**src/rtl/hpm_pkg.sv**
```systemverilog
// Shared types, constants and arithmetic helpers for the heading PD thruster mixer.
`timescale 1ns / 1ps

package hpm_pkg;

  // angle, error and drive formats
  localparam int ANG_W      = 15;
  localparam int ERR_W      = 25;
  localparam int PD_W       = 15;
  localparam int MOT_W      = 16;
  localparam int PULSE_W    = 15;
  localparam int HIST_DEPTH = 3;

  // shared multiplier and divider widths
  localparam int MUL_A_W  = 40;
  localparam int MUL_B_W  = 17;
  localparam int PROD_W   = 50;
  localparam int DIV_N_W  = 50;
  localparam int DIV_D_W  = 44;
  localparam int ACC_W    = 51;

  // configuration port
  localparam int CFG_IDX_W  = 4;
  localparam int CFG_DATA_W = 16;

  // arithmetic constants
  localparam int ANG_FULL      = 23040;
  localparam int ANG_HALF      = 11520;
  localparam int PD_LIMIT      = 12800;
  localparam int CMD_LIMIT     = 100;
  localparam int K_RATE_SCALE  = 8000;
  localparam int K_TRPM        = 6144;
  localparam int K_TRPM_DIV    = 100;
  localparam int K_DERIV       = 1000;
  localparam int K_TURN_DIV    = 180;
  localparam int K_FILT_DIV    = 5;
  localparam int MIN_DT        = 10;
  localparam int RATE_SHIFT    = 12;
  localparam int HEAD_SHIFT    = 8;
  localparam int PULSE_MID     = 24000;
  localparam int PULSE_MARGIN  = 400;
  localparam int DEAD_BAND     = 32;

  // reciprocals for the constant divisions, exact over the operand ranges used
  localparam int unsigned R5_MUL     = 52429;
  localparam int unsigned R5_SHIFT   = 18;
  localparam int unsigned R100_MUL   = 671089;
  localparam int unsigned R100_SHIFT = 26;
  localparam int unsigned R180_MUL   = 11651;
  localparam int unsigned R180_SHIFT = 21;

  typedef logic signed [ANG_W-1:0] ang_t;
  typedef logic signed [ERR_W-1:0] err_t;
  typedef logic signed [PD_W-1:0]  pd_t;
  typedef logic signed [MOT_W-1:0] mot_t;

  typedef enum logic [CFG_IDX_W-1:0] {
    REG_MODE      = 4'd0,
    REG_PID       = 4'd1,
    REG_LOCK      = 4'd2,
    REG_EMERGENCY = 4'd3,
    REG_RATE_KP   = 4'd4,
    REG_RATE_KD   = 4'd5,
    REG_HEAD_KP   = 4'd6,
    REG_HEAD_KD   = 4'd7
  } cfg_reg_t;

  localparam logic [1:0] MODE_SINGLE = 2'd0;
  localparam logic [1:0] MODE_PAIR   = 2'd1;

  // divider status seen by the sequencer
  typedef struct packed {
    logic busy;
    logic done;
  } div_rsp_t;

  // wrap into (-ANG_HALF, ANG_HALF]; valid for |v| < 2*ANG_FULL
  function automatic ang_t wrap_ang(input logic signed [17:0] v);
    logic signed [17:0] m;
    begin
      m = v;
      if (m < -18'sd23040)    m = m + 18'sd46080;
      else if (m < 18'sd0)    m = m + 18'sd23040;
      else if (m >= 18'sd23040) m = m - 18'sd23040;
      if (m > 18'sd11520)     m = m - 18'sd23040;
      return ANG_W'(m);
    end
  endfunction

  function automatic logic signed [7:0] clamp_cmd(input logic signed [7:0] v);
    begin
      if (v > 8'sd100)       return 8'sd100;
      else if (v < -8'sd100) return -8'sd100;
      else                   return v;
    end
  endfunction

  // round to nearest by 2**k, ties away from zero
  function automatic logic signed [ACC_W-1:0] rdiv_p2(input logic signed [ACC_W-1:0] n,
                                                      input int unsigned k);
    logic [ACC_W-1:0] mag;
    logic [ACC_W-1:0] q;
    begin
      mag = n[ACC_W-1] ? $unsigned(-n) : $unsigned(n);
      q   = (mag + (ACC_W'(1) << (k - 1))) >> k;
      return n[ACC_W-1] ? -$signed(q) : $signed(q);
    end
  endfunction

  // round to nearest by a constant divisor through its reciprocal, ties away from zero
  function automatic logic signed [23:0] rdiv_rcp(input logic signed [23:0] n,
                                                  input int unsigned half,
                                                  input int unsigned mul,
                                                  input int unsigned shift);
    logic [23:0] mag;
    logic [47:0] prod;
    begin
      mag  = n[23] ? $unsigned(-n) : $unsigned(n);
      prod = (48'(mag) + 48'(half)) * 48'(mul);
      prod = prod >> shift;
      return n[23] ? -$signed(24'(prod)) : $signed(24'(prod));
    end
  endfunction

  function automatic pd_t clamp_pd(input logic signed [ACC_W-1:0] v);
    begin
      if (v > ACC_W'(PD_LIMIT))       return PD_W'(PD_LIMIT);
      else if (v < -ACC_W'(PD_LIMIT)) return -PD_W'(PD_LIMIT);
      else                            return PD_W'(v);
    end
  endfunction

  function automatic logic [PULSE_W-1:0] pulse_of(input mot_t m);
    logic signed [ACC_W-1:0] r;
    logic signed [ACC_W-1:0] margin;
    begin
      r = rdiv_p2(ACC_W'(m), 2);
      if (m > -MOT_W'(DEAD_BAND) && m < MOT_W'(DEAD_BAND)) margin = '0;
      else if (m > 0) margin = ACC_W'(PULSE_MARGIN);
      else            margin = -ACC_W'(PULSE_MARGIN);
      return PULSE_W'(ACC_W'(PULSE_MID) + r + margin);
    end
  endfunction

endpackage

```
**src/rtl/hpm_rdiv.sv**
```systemverilog
// Shared radix-2 rounding divider: signed numerator, positive divisor.
`timescale 1ns / 1ps

module hpm_rdiv #(
  parameter int N_W = hpm_pkg::DIV_N_W,
  parameter int D_W = hpm_pkg::DIV_D_W
) (
  input  logic                  clk,
  input  logic                  rst_n,
  input  logic                  start,
  input  logic signed [N_W-1:0] num,
  input  logic [D_W-1:0]        den,
  output hpm_pkg::div_rsp_t     rsp,
  output logic signed [N_W-1:0] quo
);

  localparam int CNT_W = $clog2(N_W + 1);

  logic             busy_r;
  logic             done_r;
  logic [CNT_W-1:0] cnt_r;
  logic [N_W-1:0]   mag_r;
  logic [D_W-1:0]   rem_r;
  logic [D_W-1:0]   den_r;
  logic             neg_r;

  logic [D_W:0]     rem_sh;
  logic             ge;
  logic [N_W-1:0]   abs_num;

  assign abs_num = num[N_W-1] ? $unsigned(-num) : $unsigned(num);
  assign rem_sh  = {rem_r, mag_r[N_W-1]};
  assign ge      = rem_sh >= {1'b0, den_r};

  always_ff @(posedge clk) begin
    if (!rst_n) begin
      busy_r <= 1'b0;
      done_r <= 1'b0;
      cnt_r  <= '0;
    end else begin
      done_r <= 1'b0;
      if (start) begin
        busy_r <= 1'b1;
        cnt_r  <= CNT_W'(N_W);
      end else if (busy_r) begin
        cnt_r <= cnt_r - 1'b1;
        if (cnt_r == CNT_W'(1)) begin
          busy_r <= 1'b0;
          done_r <= 1'b1;
        end
      end
    end
  end

  // bias by half the divisor, then shift one quotient bit per cycle
  always_ff @(posedge clk) begin
    if (start) begin
      mag_r <= abs_num + N_W'(den >> 1);
      rem_r <= '0;
      den_r <= den;
      neg_r <= num[N_W-1];
    end else if (busy_r) begin
      rem_r <= ge ? D_W'(rem_sh - {1'b0, den_r}) : rem_sh[D_W-1:0];
      mag_r <= {mag_r[N_W-2:0], ge};
    end
  end

  assign quo      = neg_r ? -$signed(mag_r) : $signed(mag_r);
  assign rsp.busy = busy_r;
  assign rsp.done = done_r;

  a_no_restart: assert property (@(posedge clk) disable iff (!rst_n)
    start |-> !busy_r) else $error("divider restarted while busy");
  a_done_after_busy: assert property (@(posedge clk) disable iff (!rst_n)
    done_r |-> $past(busy_r)) else $error("divider done without a pass");
  a_count_bound: assert property (@(posedge clk) disable iff (!rst_n)
    busy_r |-> (cnt_r != '0 && cnt_r <= CNT_W'(N_W))) else $error("divider count out of range");

endmodule

```
**config.mk**
```make
export PLATFORM = sky130hd
export DESIGN_NAME = hpm_rdiv
export DESIGN_NICKNAME = d
export VERILOG_FILES = /design/src/rtl/hpm_pkg.sv /design/src/rtl/hpm_rdiv.sv
export SDC_FILE = /design/constraint.sdc
export NUM_CORES = 1
export LEC_CHECK = 0
export ABC_AREA = 0
export BUFFER_PORTS_ARGS = -buffer_cell sky130_fd_sc_hd__clkbuf_2
export CORE_ASPECT_RATIO = 0.8
export CORE_UTILIZATION = 55
export CTS_CLUSTER_DIAMETER = 60
export DETAILED_ROUTE_END_ITERATION = 6
export HOLD_SLACK_MARGIN = 0.05
export PLACE_DENSITY = 0.82
export SLEW_MARGIN = 20
export SYNTH_ARGS = -nofsm -noshare
export SYNTH_HDL_FRONTEND = slang
export SYNTH_SLANG_ARGS = --single-unit
```
**constraint.sdc**
```tcl
create_clock -name clk -period 15.1 [get_ports clk]
set_input_delay 1.51 -clock clk [delete_from_list [all_inputs] [get_ports clk]]
set_output_delay 1.51 -clock clk [all_outputs]
set_load 0.02 [all_outputs]
```
==> Implementation_results.wiki, run 1 <==
{| class="wikitable"
! Metric !! Value
|-
| Final core utilization || 62.6%
|-
| Pre-antenna DRT Iters || 6
|-
| Post-synthesis register bit count || 147
|-
| Instance count along the most critical hold path || 2
|-
| Final Skew || 0.0118 ns
|-
| Count of flip-flops with a built-in enable after synthesis || 95
|-
| Nets || 1849
|-
| Number of primary I/O pins || 149
|-
| Most numerous cell types in the synthesized netlist || 173 x sky130_fd_sc_hd__nand2_1, 143 x sky130_fd_sc_hd__xnor2_1, 105 x sky130_fd_sc_hd__a21oi_1, 100 x sky130_fd_sc_hd__nor2_1, 98 x sky130_fd_sc_hd__o21ai_0
|-
| Final slew viol count || 0
|-
| R2R cell count || 12
|-
| Std-Cell Core Area || 23400 sq um
|-
| Number of clock buffers inserted by TritonCTS || 17
|-
| Final total power || 1.64 mW
|-
| Starting Density || 56.2%
|-
| Netlist area before placement || 13100 sq um
|-
| Share of synthesized area occupied by flip-flops and latches || 29.6%
|-
| Die area || 24500 sq um
|-
| Buffers on Ports || 148
|-
| Total grt overflow || 0
|-
| Die Ht || 140 um
|-
| DRT met1 WL || 17.9 mm
|-
| Crit path from || num[0]
|-
| Clock insertion delay at the later pin of the skew report || 0.44 ns
|-
| Post-DR vias/cell || 6.39
|-
| Number of instances in the placed design || 1951
|-
| Detail-routed net length per standard cell || 19.8 um
|-
| Setup repair after global routing missed its margin || false
|-
| Remaining antenna violation count || 0
|-
| CTS tree || done
|-
| Cts hold-fix bufs || 0
|-
| Vias || 12.7k
|-
| Startpoint of the worst-slack reg-to-reg timing path || den_r[14]
|-
| Achievable clock frequency || 151 MHz
|-
| Cell area power density || 112 nW/um^2
|-
| Cell type with the highest aggregate area in the netlist || sky130_fd_sc_hd__edfxtp_1
|-
| Final period util || 43.9%
|-
| Leak pwr || 5.99 nW
|-
| Count of endpoints failing hold in the final timing report || 0
|-
| Maximum ir drop on the vdd rail || 76.0 uV
|-
| Number of setup buffers added after CTS || 0
|-
| Final weighted congestion in routability-driven placement || 0.975
|-
| Worst min-delay path category || flop to flop
|-
| Gr usage total || 31.7%
|-
| Number of cells produced by synthesis || 1556
|-
| Worst max-slew margin expressed relative to the limit || 24.7%
|-
| Via count of the first global-routing pass || 11.8k
|-
| Most used standard cell by instance count after synthesis || sky130_fd_sc_hd__nand2_1
|-
| Width of the die || 175 um
|-
| Global-route wire length before repair || 61.6 mm
|-
| Uppermost signal routing layer after detailed routing || met5
|-
| Class of the most critical setup path || input port to flop
|-
| Count of clock tree sinks || 147
|-
| Initial DRC Count || 1507
|-
| Clock root buffer || sky130_fd_sc_hd__clkbuf_16
|-
| Main area contributors after synthesis || sky130_fd_sc_hd__edfxtp_1 22%, sky130_fd_sc_hd__xnor2_1 9.5%, sky130_fd_sc_hd__ha_1 8.8%, sky130_fd_sc_hd__dfxtp_1 7.9%, sky130_fd_sc_hd__nand2_1 4.9%
|-
| Number of warnings issued by yosys || 0
|-
| Largest net degree at the start of global routing || 95
|-
| Met3 routed WL || 3.19 mm
|-
| Required time of the worst setup path || 15.30 ns
|-
| Period minus WS final || 6.62 ns
|-
| Worst min-delay path startpoint || rem_r[30]
|-
| Post-cts sizing count || 0
|-
| Share of Yosys cell area claimed by the top area cell type || 21.7%
|-
| Wire length after detailed routing || 39.2 mm
|-
| Maximum fanout along the worst path || 7
|-
| Number of nets produced by synthesis || 1747
|-
| Average size of a mapped cell || 8.45 sq um
|-
| Met2 routed wirelength || 17.0 mm
|-
| Number of antenna violations at the first check in global routing || 3
|-
| Startpoint type of the worst setup path || input port
|-
| Detailed placer's ending HPWL || 29.8 mm
|-
| Worst Setup End Kind || flop
|-
| Measured slew at the worst slew-check pin || 1.11 ns
|-
| Area delta synth->final || 11.4%
|-
| Number of max-capacitance violations reported || 0
|-
| Most instantiated flip-flop cell in the synthesis netlist || sky130_fd_sc_hd__edfxtp_1
|-
| Accumulated negative setup slack || 0 ns
|-
| Fraction of final layout cells sized beyond drive strength 1 || 15.0%
|-
| Max Root-Sink Buffers || 2
|-
| Share of flip-flops with an asynchronous set or reset after synthesis || 0%
|-
| Placement Rows || 50
|-
| Final number of setup-violating endpoints || 0
|-
| DRC || 0
|-
| Total number of H-tree levels || 4
|-
| Clock edge transition at the registers on the reported setup and hold paths || 0.07 ns
|-
| Distinct cells, synth || 79
|-
| Critical path arrival || 6.82 ns
|-
| Final Instance Count excl. Fillers || 1984
|-
| Run status || completed
|}
==> worst max-delay path: stages <==
cell	delay [ns]
sky130_fd_sc_hd__clkbuf_2	0.10
sky130_fd_sc_hd__inv_1	0.07
sky130_fd_sc_hd__ha_1	0.22
sky130_fd_sc_hd__nor3b_1	0.50
sky130_fd_sc_hd__nor4b_1	0.88
sky130_fd_sc_hd__nand2_1	0.27
sky130_fd_sc_hd__o41ai_1	0.37
sky130_fd_sc_hd__xnor2_1	0.12
sky130_fd_sc_hd__ha_1	0.42
sky130_fd_sc_hd__nand4_1	0.16
sky130_fd_sc_hd__or2_2	0.34
sky130_fd_sc_hd__o311ai_0	0.74
sky130_fd_sc_hd__o221ai_1	0.33
sky130_fd_sc_hd__o21ai_0	0.33
sky130_fd_sc_hd__nand3_1	0.14
sky130_fd_sc_hd__o221a_2	0.32
==> path summary, 6_finish.rpt <==
path	slack (ns)	to
worst min register to register	0.50	rem_r[31]
worst max-delay path	8.48	mag_r[46]
worst min-delay path	0.50	rem_r[31]
worst max register to register	10.63	rem_r[10]
==> cell families after synthesis <==
group                    after synthesis  synth area share, %
multiplexers                          38                 3.26
XOR/XNOR                             172                 11.5
AO/OA/AOI/OAI                        471                 24.0
buffers and inverters                148                 4.35
AND/OR/NAND/NOR                      486                 18.3
adder cells (fa/ha/maj)               94                 9.06
flip-flops                           147                 29.6
==> layout by cell type, fill, tap and decap left out, types with 18 or more instances in the layout <==
master	n
sky130_fd_sc_hd__a211oi_1	20
sky130_fd_sc_hd__a21o_1	54
sky130_fd_sc_hd__a21oi_1	105
sky130_fd_sc_hd__a311oi_1	31
sky130_fd_sc_hd__a31oi_1	22
sky130_fd_sc_hd__clkbuf_2	147
sky130_fd_sc_hd__dfxtp_1	51
sky130_fd_sc_hd__edfxtp_1	95
sky130_fd_sc_hd__ha_1	92
sky130_fd_sc_hd__inv_1	75
sky130_fd_sc_hd__mux2_2	35
sky130_fd_sc_hd__nand2_1	172
sky130_fd_sc_hd__nand3_1	40
sky130_fd_sc_hd__nand4_1	21
sky130_fd_sc_hd__nor2_1	99
sky130_fd_sc_hd__nor3_1	18
sky130_fd_sc_hd__o21ai_0	98
sky130_fd_sc_hd__o31ai_1	27
sky130_fd_sc_hd__or4_1	24
sky130_fd_sc_hd__xnor2_1	143
sky130_fd_sc_hd__xor2_1	29
==> layer usage <==
layer | track usage, % | vias to the layer above
met5 | 0 | -
met4 | 11.8 | 2
li1 | - | 6007
met3 | 6.16 | 79
met1 | 44.6 | 5992
met2 | 48.0 | 595
==> final cells by class <==
class / count / area, sq um
Fill cell: 2050 / 8750
Multi-Input combinational cell: 1261 / 8690
Sequential cell: 147 / 3890
Timing Repair Buffer: 156 / 803
Clock buffer: 17 / 425
Tap cell: 312 / 390
Inverter: 75 / 282
Clock inverter: 15 / 161
Antenna cell: 1 / 2.50
==> sequential cells by signal, indices dropped and copies added, names as in the netlist <==
signal / flops
busy_r: 1
cnt_r: 6
den_r: 44
done_r: 1
mag_r: 50
neg_r: 1
rem_r: 44
==> stage by stage <==
step | hold slack [ns] | cell area [sq um] | worst slack, ns
3_5_place_dp | 0.489 | 14100 | 8.25
3_3_place_gp | 0.481 | 14100 | 8.20
5_1_grt | 0.520 | 14600 | 8.15
2_1_floorplan | 0.459 | 13100 | 9.17
6_report | 0.498 | 14700 | 8.48
4_1_cts | 0.499 | 14600 | 8.70
==> where the power goes <==
group	switching (mW)	internal, mW
combinational	0.392	0.258
sequential	0.0535	0.495
clock	0.214	0.222
total	0.660	0.976
Note: power is estimated with default switching activity, not from simulation.
==> run 2: changes to the inputs <==
- clock period: 15.1 -> 6.1 ns (I/O delays scaled with it)
==> run 2 against run 1 <==
- flip-flop and latch count unchanged
- highest routed layer unchanged
- utilization rose by 0.20 points
- global-route usage grew 0.46 points
- critical endpoint unchanged
- largest power group unchanged
- first-iteration DRC count grew 0.66%
- final cell count grew 0.45%
- die area did not move
- critical path depth did not move
==> Implementation_results.wiki, run 2 (synthesized netlist as in run 1, its figures left out) <==
{| class="wikitable"
! Metric !! Value
|-
| Max Root-Sink Buffers || 2 (unchanged)
|-
| Run status || completed
|-
| Vias || 12.6k (-0.27%)
|-
| Placement Rows || 50 (unchanged)
|-
| CTS tree || done
|-
| Required time of the worst setup path || 6.29 ns (-9.01 ns)
|-
| R2R cell count || 13 (+1)
|-
| Maximum fanout along the worst path || 7 (unchanged)
|-
| Maximum ir drop on the vdd rail || 223 uV (+190%)
|-
| Std-Cell Core Area || 23400 sq um (unchanged)
|-
| Largest net degree at the start of global routing || 95 (unchanged)
|-
| Number of primary I/O pins || 149 (unchanged)
|-
| Starting Density || 56.2% (unchanged)
|-
| Endpoint with the worst hold slack || den_r[0]
|-
| Startpoint type of the worst setup path || input port
|-
| Cell area power density || 274 nW/um^2 (+150%)
|-
| Cts hold-fix bufs || 0 (unchanged)
|-
| Clock edge transition at the registers on the reported setup and hold paths || 0.06 ns (about the same)
|-
| Startpoint of the worst-slack reg-to-reg timing path || den_r[9]
|-
| Initial DRC Count || 1517 (+0.66%)
|-
| Most common library cell in the layout ignoring fill and taps || sky130_fd_sc_hd__nand2_1
|-
| Die area || 24500 sq um (unchanged)
|-
| Final slew viol count || 0 (unchanged)
|-
| Worst max-slew margin expressed relative to the limit || 34.0% (+9.2 points)
|-
| Final number of setup-violating endpoints || 0 (unchanged)
|-
| Setup slack of the worst register-to-register path || 1.79 ns (-8.84 ns)
|-
| Number of clock buffers inserted by TritonCTS || 17 (unchanged)
|-
| Flip-flop count of the largest register, all copies and words added || 50 (unchanged)
|-
| Largest register by flop count || mag_r
|-
| Width of the die || 175 um (unchanged)
|-
| Remaining antenna violation count || 0 (unchanged)
|-
| Worst min-delay path category || input port to flop
|-
| Post-cts sizing count || 0 (unchanged)
|-
| Via count of the first global-routing pass || 11.9k (+1.3%)
|-
| Detail-routed net length per standard cell || 19.7 um (-0.62%)
|-
| Leak pwr || 6.01 nW (+0.41%)
|-
| Final period util || 88.3%
|-
| Detailed placer's ending HPWL || 29.9 mm (+0.45%)
|-
| Nets || 1858 (+0.49%)
|-
| Clock root buffer || sky130_fd_sc_hd__clkbuf_16
|-
| Final Instance Count excl. Fillers || 1993 (+0.45%)
|-
| Gr usage total || 32.1% (+0.46 points)
|-
| Area delta synth->final || 11.8%
|-
| DRC || 0 (unchanged)
|-
| Total grt overflow || 0 (unchanged)
|-
| Count of endpoints failing hold in the final timing report || 0 (unchanged)
|-
| Achievable clock frequency || 186 MHz
|-
| Worst min-delay path startpoint || den[0]
|-
| Pre-antenna DRT Iters || 6 (unchanged)
|-
| Class of the most critical setup path || input port to flop
|-
| Number of antenna violations at the first check in global routing || 3 (unchanged)
|-
| Accumulated negative setup slack || 0 ns (unchanged)
|-
| Worst Setup End Kind || flop
|-
| Fraction of final layout cells sized beyond drive strength 1 || 15.3% (+0.28 points)
|-
| Leading cell types in the layout, fill and taps excluded || 172 x sky130_fd_sc_hd__nand2_1, 147 x sky130_fd_sc_hd__clkbuf_2, 143 x sky130_fd_sc_hd__xnor2_1
|-
| Total number of H-tree levels || 4 (unchanged)
|-
| Post-DR vias/cell || 6.34 (-0.72%)
|-
| Global-route wire length before repair || 62.5 mm (+1.5%)
|-
| Number of setup buffers added after CTS || 0 (unchanged)
|-
| Buffers on Ports || 148 (unchanged)
|-
| Wire length after detailed routing || 39.2 mm (-0.17%)
|-
| Clock insertion delay at the later pin of the skew report || 0.44 ns (about the same)
|-
| Registers with the highest flip-flop counts || mag_r: 50 flops, den_r: 44 flops, rem_r: 44 flops
|-
| Final Skew || 0.00996 ns (-0.00188 ns)
|-
| Number of max-capacitance violations reported || 0 (unchanged)
|-
| Instance count along the most critical hold path || 1 (-1)
|-
| Critical path arrival || 5.58 ns (-1.24 ns)
|-
| Measured slew at the worst slew-check pin || 0.981 ns (-0.132 ns)
|-
| Count of clock tree sinks || 147 (unchanged)
|-
| Final total power || 4.02 mW (+150%)
|-
| Number of instances in the placed design || 1960 (+0.46%)
|-
| Period minus WS final || 5.39 ns
|-
| Reg2reg end || rem_r[11]
|-
| Setup repair after global routing missed its margin || false
|-
| Final weighted congestion in routability-driven placement || 0.997 (+2.3%)
|-
| Die Ht || 140 um (unchanged)
|}
run 2: cell types whose count changed in the layout (fill, tap and decap cells not counted), sizes merged:
cell | before | now
bufinv | 0 | 1
clkinvlp | 1 | 5
clkinv | 4 | 5
inv | 85 | 76
clkbuf | 164 | 167
buf | 9 | 18
run 2: how the worst max path moves through the flow:
stage	startpoint	end	slack, ns	cells after the start
final	num[10]	mag_r[46]	0.71	16
after global routing	num[1]	mag_r[46]	0.49	18
after CTS	num[10]	mag_r[46]	0.94	16
after detailed placement	num[10]	mag_r[46]	0.50	16
after global placement	num[10]	mag_r[46]	0.39	16
after floorplan	num[10]	mag_r[45]	1.07	16
run 2: cell type report:
cell class / instances / area (sq um)
Sequential cell: 147 / 3890
Tap cell: 312 / 390
Inverter: 75 / 282
Fill cell: 2071 / 8700
Antenna cell: 1 / 2.50
Multi-Input combinational cell: 1261 / 8690
Clock buffer: 20 / 467
Clock inverter: 12 / 106
Timing Repair Buffer: 165 / 871
run 2: layer usage:
| metal | routed length (um) | global-route usage (%) | vias up |
|---|---|---|---|
| met4 | 1110 | 11.2 | 4 |
| met1 | 17200 | 43.6 | 5920 |
| met3 | 3720 | 7.93 | 74 |
| li1 | - | - | 6041 |
| met5 | 28 | 0 | - |
| met2 | 17100 | 49.7 | 602 |
run 2: metrics by stage:
| step | worst slack, ns | instance area, sq um | util, % | hold slack, ns |
|---|---|---|---|---|
| 2_1_floorplan | 1.07 | 13100 | - | 0.459 |
| 3_3_place_gp | 0.391 | 14100 | 60.4 | 0.483 |
| 3_5_place_dp | 0.499 | 14100 | 60.4 | 0.491 |
| 5_1_grt | 0.491 | 14700 | 62.8 | 0.350 |
| 4_1_cts | 0.942 | 14700 | 62.8 | 0.341 |
| 6_report | 0.714 | 14700 | 62.8 | 0.351 |
run 2: report_power, final:
group | leakage, nW | switching, mW | total, mW | internal, mW
registers | 1.37 | 0.133 | 1.36 | 1.23
clock network | 0.266 | 0.457 | 1.05 | 0.593
logic | 4.37 | 0.970 | 1.61 | 0.645
run 2: critical path, cell delays in order:
cell and delay, ns:
sky130_fd_sc_hd__clkbuf_2 0.10, sky130_fd_sc_hd__or4_1 0.68, sky130_fd_sc_hd__nor4b_1 0.74, sky130_fd_sc_hd__buf_4 0.23, sky130_fd_sc_hd__nand2_1 0.15, sky130_fd_sc_hd__o41ai_1 0.38, sky130_fd_sc_hd__xnor2_1 0.14, sky130_fd_sc_hd__ha_1 0.42
sky130_fd_sc_hd__nand4_1 0.18, sky130_fd_sc_hd__or2_2 0.34, sky130_fd_sc_hd__o311ai_0 0.38, sky130_fd_sc_hd__buf_4 0.21, sky130_fd_sc_hd__o221ai_1 0.18, sky130_fd_sc_hd__o21ai_0 0.35, sky130_fd_sc_hd__nand3_1 0.17, sky130_fd_sc_hd__o221a_2 0.32
